### config.mk
export PLATFORM = sky130hd
export DESIGN_NAME = slri_cell
export DESIGN_NICKNAME = d
export VERILOG_FILES = /design/src/hw/rtl/slri_pkg.sv /design/src/hw/rtl/slri_cell.sv
export SDC_FILE = /design/constraint.sdc
export NUM_CORES = 1
export LEC_CHECK = 0
export BUFFER_PORTS_ARGS = -buffer_cell sky130_fd_sc_hd__buf_4
export CAP_MARGIN = 40
export CORE_MARGIN = 8
export CORE_UTILIZATION = 43
export DETAILED_ROUTE_END_ITERATION = 10
export GPL_TIMING_DRIVEN = 0
export PLACE_DENSITY = 0.77
export SLEW_MARGIN = 25
export SYNTH_ARGS = -nofsm -noshare
export SYNTH_HDL_FRONTEND = slang
export SYNTH_SLANG_ARGS = --single-unit
### constraint.sdc
create_clock -name clk_i -period 10.81 [get_ports clk_i]
set_input_delay 1.081 -clock clk_i [delete_from_list [all_inputs] [get_ports clk_i]]
set_output_delay 1.081 -clock clk_i [all_outputs]
set_load 0.02 [all_outputs]
### src/hw/rtl/slri_pkg.sv
// shared types, opcodes and status codes of the sorted list block
package slri_pkg;

  localparam int unsigned LIST_DEPTH_DEF = 64;
  localparam int unsigned KEY_W          = 32;
  localparam int unsigned OP_W           = 2;
  localparam int unsigned POS_W          = 6;
  localparam int unsigned ST_W           = 2;
  localparam int unsigned CNT_OUT_W      = 7;

  localparam logic [OP_W-1:0] OP_INSERT = 2'd0;
  localparam logic [OP_W-1:0] OP_REMOVE = 2'd1;
  localparam logic [OP_W-1:0] OP_READ   = 2'd2;

  localparam logic [ST_W-1:0] ST_DONE      = 2'd0;
  localparam logic [ST_W-1:0] ST_FULL      = 2'd1;
  localparam logic [ST_W-1:0] ST_NOT_FOUND = 2'd2;
  localparam logic [ST_W-1:0] ST_BAD_POS   = 2'd3;

  typedef logic signed [KEY_W-1:0] key_t;

  // update command broadcast to every cell
  typedef struct packed {
    logic ins;
    logic rem;
    key_t key;
  } slri_ctl_t;

endpackage

### src/hw/rtl/slri_cell.sv
// one list cell: holds a key, compares it and shifts with its neighbors
module slri_cell import slri_pkg::*; (
  input  logic      clk_i,
  input  slri_ctl_t ctl_i,
  input  logic      occ_i,
  input  key_t      left_key_i,
  input  logic      left_gt_i,
  input  key_t      right_key_i,
  output key_t      key_o,
  output logic      gt_o,
  output logic      eq_o
);

  key_t key_q, key_d;

  assign gt_o  = occ_i && (key_q > ctl_i.key);
  assign eq_o  = occ_i && (key_q == ctl_i.key);
  assign key_o = key_q;

  always_comb begin
    key_d = key_q;
    if (ctl_i.ins && !gt_o) begin
      key_d = left_gt_i ? ctl_i.key : left_key_i;
    end else if (ctl_i.rem && !gt_o) begin
      key_d = right_key_i;
    end
  end

  always_ff @(posedge clk_i) begin
    key_q <= key_d;
  end

endmodule

==> results of run 1 <==
-- routing by layer --
metal  vias up  wire length [microns]  GRT usage (%)
met5         -                      0              0
li1       1123                      -              -
met4         0                    103           4.62
met1      1029                   2730           18.5
met3         8                    606           6.00
met2        75                   3920           29.1
-- final cells by class --
class | count | area share, %
well taps | 75 | 2.46
clock buffers | 7 | 2.00
inverters | 35 | 3.44
clock inverters | 1 | 0.0984
repair buffers | 134 | 26.9
plain buffers | 7 | 1.28
multi-input cells | 156 | 38.6
flip-flops and latches | 32 | 25.2
-- worst register-to-register path: cells and delay by family (launching register included) --
family / cells / cell delay, ns
buffers and inverters: 1 / 0.23
and+or+nand+nor: 6 / 1.74
AOI/OAI and AO/OA: 1 / 0.18
adders and majority gates: 1 / 0.42
DFF: 1 / 0.39
-- path summary, 6_finish.rpt --
| kind | end | slack (ns) | cells past startpoint |
|---|---|---|---|
| worst max-delay path | gt_o | 6.45 | 8 |
| worst min-delay path | key_o[6] | 1.09 | 2 |
| worst max register to register | key_o[19] | 7.57 | 9 |
| worst min register to register | key_o[31] | 1.11 | 3 |
-- cell usage in the layout, fill, tap and decap left out --
cell type | netlist | final
a211oi_1 | 1 | 1
a21oi_1 | 14 | 14
a221oi_1 | 2 | 2
a311oi_4 | 1 | 1
and2_1 | 1 | 1
and3b_1 | 1 | 1
and4_1 | 1 | 1
buf_16 | 0 | 1
buf_4 | 0 | 133
buf_6 | 3 | 3
clkbuf_1 | 4 | 6
clkbuf_8 | 0 | 5
clkinv_1 | 0 | 1
edfxtp_1 | 32 | 32
ha_1 | 32 | 32
inv_1 | 35 | 35
mux2_1 | 1 | 1
mux2_2 | 63 | 63
nand2_1 | 12 | 12
nand3_1 | 5 | 5
nand4_1 | 5 | 5
nor2_1 | 6 | 5
nor2_4 | 0 | 1
nor3_1 | 1 | 1
nor4_1 | 1 | 1
nor4b_2 | 1 | 1
o211ai_1 | 1 | 1
o21a_1 | 1 | 1
o21ai_0 | 4 | 4
o221ai_1 | 1 | 1
or3_1 | 1 | 1
-- kinds of logic (layout without fill, tap and decap cells) --
family,count (synthesis),in the layout,share of synthesized area [%]
AO/OA/AOI/OAI,25,25,6.33
buffers and inverters,42,184,6.91
multiplexers,64,64,27.6
flip-flops,32,32,36.9
adder cells (fa/ha/maj),32,32,15.4
AND/OR/NAND/NOR,35,35,6.91
-- per-stage QoR --
step	std cells	cell area (sq um)	worst slack, ns	hold slack (ns)	utilization (%)
after floorplan	230	2610	6.27	1.16	-
after global placement	438	3700	5.37	1.09	62.9
after detailed placement	439	3730	6.49	1.10	63.5
after CTS	447	3810	6.47	1.08	64.8
after global routing	447	3810	6.25	1.08	64.8
final	447	3810	6.45	1.09	64.8
-- power groups by stage --
stage	registers (W)	logic (W)	clock network [W]
floorplan	0.000243	0.000133	0
global placement	0.000203	0.000284	0
detailed placement	0.000204	0.000297	0
CTS	0.000201	0.000298	0.0000912
global route	0.000206	0.000321	0.0000947
finish	0.000201	0.000293	0.0000876
==> flow_summary.json, run 1 <==
{
  "cts_tree": "built",
  "clk_path_buf_depth": 2,
  "swShare_pct": 35.8,
  "seqCellArea_sq_um": 961,
  "startpoint_type": "input pin",
  "cts_hold_buf": 0,
  "ant_nets": 0,
  "grt_pass1_wl_mm": 11.6,
  "clock.fmax_ghz": 0.229,
  "cts_setup_buffers": 0,
  "required_ns": 9.73,
  "wl_per_cell_microns": 16.5,
  "grt_pass1_vias": 2365,
  "yosys_warnings": 0,
  "die_h_microns": 93.9,
  "crit_family": "simple AND/OR/NAND/NOR gates",
  "place_hpwl_mm": 6.25,
  "path_buf_inv": 3,
  "async_reset_ff_share_pct": 0,
  "clock_power_share_pct": 15.1,
  "grt_usage_pct": 16.6,
  "io-pin-count": 135,
  "worstMarginPinSlew_ns": 0.649,
  "largest_reg_flops": 32,
  "dieArea_sq_mm": 0.00881,
  "crit_chain": "buf_4, inv_1, ha_1, nand4_1, nor4_1, a21oi_1, o21ai_0, buf_4",
  "gp_congestion": 0.773,
  "fin_tns_setup_ns": 0,
  "synth_top_area_share_pct": 36.9,
  "fin_nets": 504,
  "syn_avg_cell_area_sq_um": 11.3,
  "grt-ovfl-total": 0,
  "placementRows": 28,
  "min_from": "right_key_i[6]",
  "ys_ff_latch": 32,
  "fillCellCount": 491,
  "synth_edf_count": 32,
  "layout-drive-gt1-share_pct": 55.9,
  "clk_latency_ns": 0.28,
  "ys.flop_type": "edfxtp_1",
  "combPwrFrac_pct": 50.4,
  "relSlewSlack_pct": 56.7,
  "end_kind": "output pin",
  "fin_crit_sh_pct": 40.3,
  "finalHoldViolCount": 0,
  "cts_root_buf": "clkbuf_8",
  "synth_area_leaders": "edfxtp_1 (37%), mux2_2 (27%), ha_1 (15%)",
  "route.detailed.drc": 0,
  "clk_pin_slew_ns": 0.07,
  "p_switching_w": 0.000209,
  "seq_area_frac_synth_pct": 36.9,
  "routed_wl_mm": 7.36,
  "netlist_instances": 230,
  "drtPass1Iterations": 4,
  "power_leakage_nw": 1.82,
  "ys_types": 26,
  "yosysMostFrequentCell": "mux2_2",
  "cpMostUsedCell": "buf_4",
  "diodes": 0,
  "vias": 2235,
  "worstSetupStartpoint": "ctl_i[31]",
  "min_period_ns": 4.36,
  "cts_htree_levels": 2,
  "synthTopCellsByCount": "mux2_2 (63), inv_1 (35), edfxtp_1 (32), ha_1 (32), a21oi_1 (14)",
  "crit_type": "input pin to output pin",
  "worstHoldPathType": "input pin to flop",
  "ir_drop_v": 0.0000975,
  "synth_top_area_cell": "edfxtp_1",
  "vias_per_cell": 5.00,
  "grt_max_degree": 18,
  "initial_core_util_pct": 44.3,
  "cts_buffers": 5,
  "cpPeakStageDelay_ns": 0.55,
  "cts_sinks": 32,
  "fin_skew_ns": 0.00699,
  "io_buffers": 133,
  "rsz0062_at_grt": "no",
  "setup-violations-final": 0,
  "p_per_area_mw_per_mm2": 153,
  "drt_iter0_markers": 21,
  "status": "finished, final reports clean",
  "slew_viol_final": 0,
  "p_total_w": 0.000582,
  "fp.coreArea_sq_mm": 0.00589,
  "critPathMaxFanout": 6,
  "cap_violations": 0,
  "multi_input_area_sq_mm": 0.00147,
  "crit_slowest_cell": "nor4_1",
  "synth_fp_nets": 363,
  "cts_resized": 0,
  "antenna_found_initial": 0,
  "p_seq_share_pct": 34.6,
  "area_growth_pct": 46.3,
  "synth_area_sq_mm": 0.00261,
  "r2r-start": "key_o[31]",
  "fp.dieW_microns": 93.9,
  "cp.arrival_ns": 3.28,
  "p_int_w": 0.000373
}
(Power assumes the default switching activity.)
==> run 2, diff against run 1 <==
CORE_UTILIZATION = 42   (was 43)
PLACE_DENSITY = 0.78   (was 0.77)
clock period = 3.5 ns   (was 10.81 ns; I/O delays follow)
==> run 2 against run 1 <==
Net effect: global-route usage down 0.21 points; highest routed layer unchanged; via count decreased by 1.2%; setup slack worse by 6.1 ns; worst hold slack got worse by 0.74 ns.
==> flow_summary.json, run 2 (synthesis results as in run 1) <==
{
  "fp.coreArea_sq_mm": 0.00596,
  "p_per_area_mw_per_mm2": 474,
  "cts_tree": "built",
  "antenna_found_initial": 0,
  "relSlewSlack_pct": 57.6,
  "cts_htree_levels": 2,
  "clk_latency_ns": 0.29,
  "grt_usage_pct": 16.4,
  "area_growth_pct": 46.2,
  "grt_max_degree": 20,
  "dp_cells": 439,
  "rsz0062_at_grt": "no",
  "dieArea_sq_mm": 0.00899,
  "place_hpwl_mm": 6.32,
  "diodes": 0,
  "grt_pass1_wl_mm": 11.5,
  "power_leakage_nw": 1.82,
  "grt_pass1_vias": 2414,
  "placementRows": 28,
  "p_total_w": 0.00181,
  "clk_path_buf_depth": 2,
  "largest_reg_flops": 32,
  "setup-violations-final": 0,
  "cap_violations": 0,
  "crit_type": "flop to flop",
  "io-pin-count": 135,
  "cts_sinks": 32,
  "route.detailed.drc": 0,
  "die_h_microns": 94.8,
  "cts_hold_buf": 0,
  "fin_crit_sh_pct": 90.7,
  "fin_ws_ns": 0.327,
  "dp_slack_ns": 0.281,
  "drtPass1Iterations": 5,
  "cp.arrival_ns": 3.16,
  "final_cell_mix": "buf_4 (133), mux2_2 (63), inv_1 (35), ha_1 (32), edfxtp_1 (32)",
  "startpoint_type": "flop",
  "vias_per_cell": 4.95,
  "drt_iter0_markers": 102,
  "clk_pin_slew_ns": 0.07,
  "wl_per_cell_microns": 16.8,
  "io_buffers": 133,
  "cts_resized": 0,
  "fp.dieW_microns": 94.8,
  "worstHoldPathType": "input pin to flop",
  "fin_nets": 504,
  "ir_drop_v": 0.000358,
  "cts_root_buf": "clkbuf_8",
  "clock.fmax_ghz": 0.315,
  "status": "finished, final reports clean",
  "gp_congestion": 0.789,
  "end_kind": "flop",
  "cts_buffers": 5,
  "cts_setup_buffers": 0,
  "routed_wl_mm": 7.48,
  "final_cells": 446,
  "slew_viol_final": 0,
  "required_ns": 3.49,
  "grt-ovfl-total": 0,
  "min_period_ns": 3.17,
  "vias": 2208,
  "utilization_pct": 64.0,
  "fin_skew_ns": 0.0106,
  "layout-drive-gt1-share_pct": 56.3,
  "ant_nets": 0,
  "layout_commonest_cell": "buf_4",
  "finalHoldViolCount": 0,
  "critPathMaxFanout": 19,
  "initial_core_util_pct": 43.8,
  "worstMarginPinSlew_ns": 0.637
}
==> run 2: cell types whose count changed in the layout (fill, tap and decap cells not counted), sizes merged <==
cell,delta
clkbuf,-1
==> run 2: worst paths after layout <==
kind	start	end	slack, ns	depth (start not counted)
worst max register to register	key_o[31]	key_o[17]	0.33	9
worst min register to register	key_o[31]	key_o[31]	1.12	3
worst min-delay path	right_key_i[6]	key_o[6]	0.35	2
worst max-delay path	key_o[31]	key_o[17]	0.33	9
==> run 2: metal layers <==
metal | vias up | wire [microns] | GRT usage (%)
li1 | 1123 | - | -
met1 | 1009 | 2790 | 16.8
met2 | 68 | 3950 | 30.8
met3 | 8 | 636 | 4.92
met4 | 0 | 100 | 5.85
met5 | - | 0 | 0
==> run 2: worst max-delay path, cell delays in order (launching register included) <==
cell,delay [ns]
edfxtp_1,0.40
ha_1,0.42
nand4_1,0.20
nor4_1,0.50
nand3_1,0.20
nand2_1,0.12
or3_1,0.10
o21ai_0,0.22
nor2_4,0.48
buf_16,0.23
==> run 2: per-stage QoR <==
step	hold WS, ns	cell area, sq um	setup TNS [ns]
3_3_place_gp	0.638	3700	-11.55
4_1_cts	0.344	3810	0
2_1_floorplan	0.554	2610	0
6_report	0.346	3810	0
3_5_place_dp	0.650	3730	0
5_1_grt	0.347	3810	0
==> run 2: report_power, final <==
part | total (W) | leakage (nW) | switching [W] | internal [W]
clock network | 0.000275 | 0.0410 | 0.000140 | 0.000135
registers | 0.000620 | 0.317 | 0.0000536 | 0.000566
logic | 0.000913 | 1.46 | 0.000463 | 0.000450
==> run 2: final cells by class <==
class	count	area, sq um
multi-input combinational	156	1470
fill	503	2140
inverter	35	131
clock inverter	1	5.00
buffer	7	48.8
sequential	32	961
clock buffer	6	72.6
tap	75	93.8
timing repair buffer	134	1030
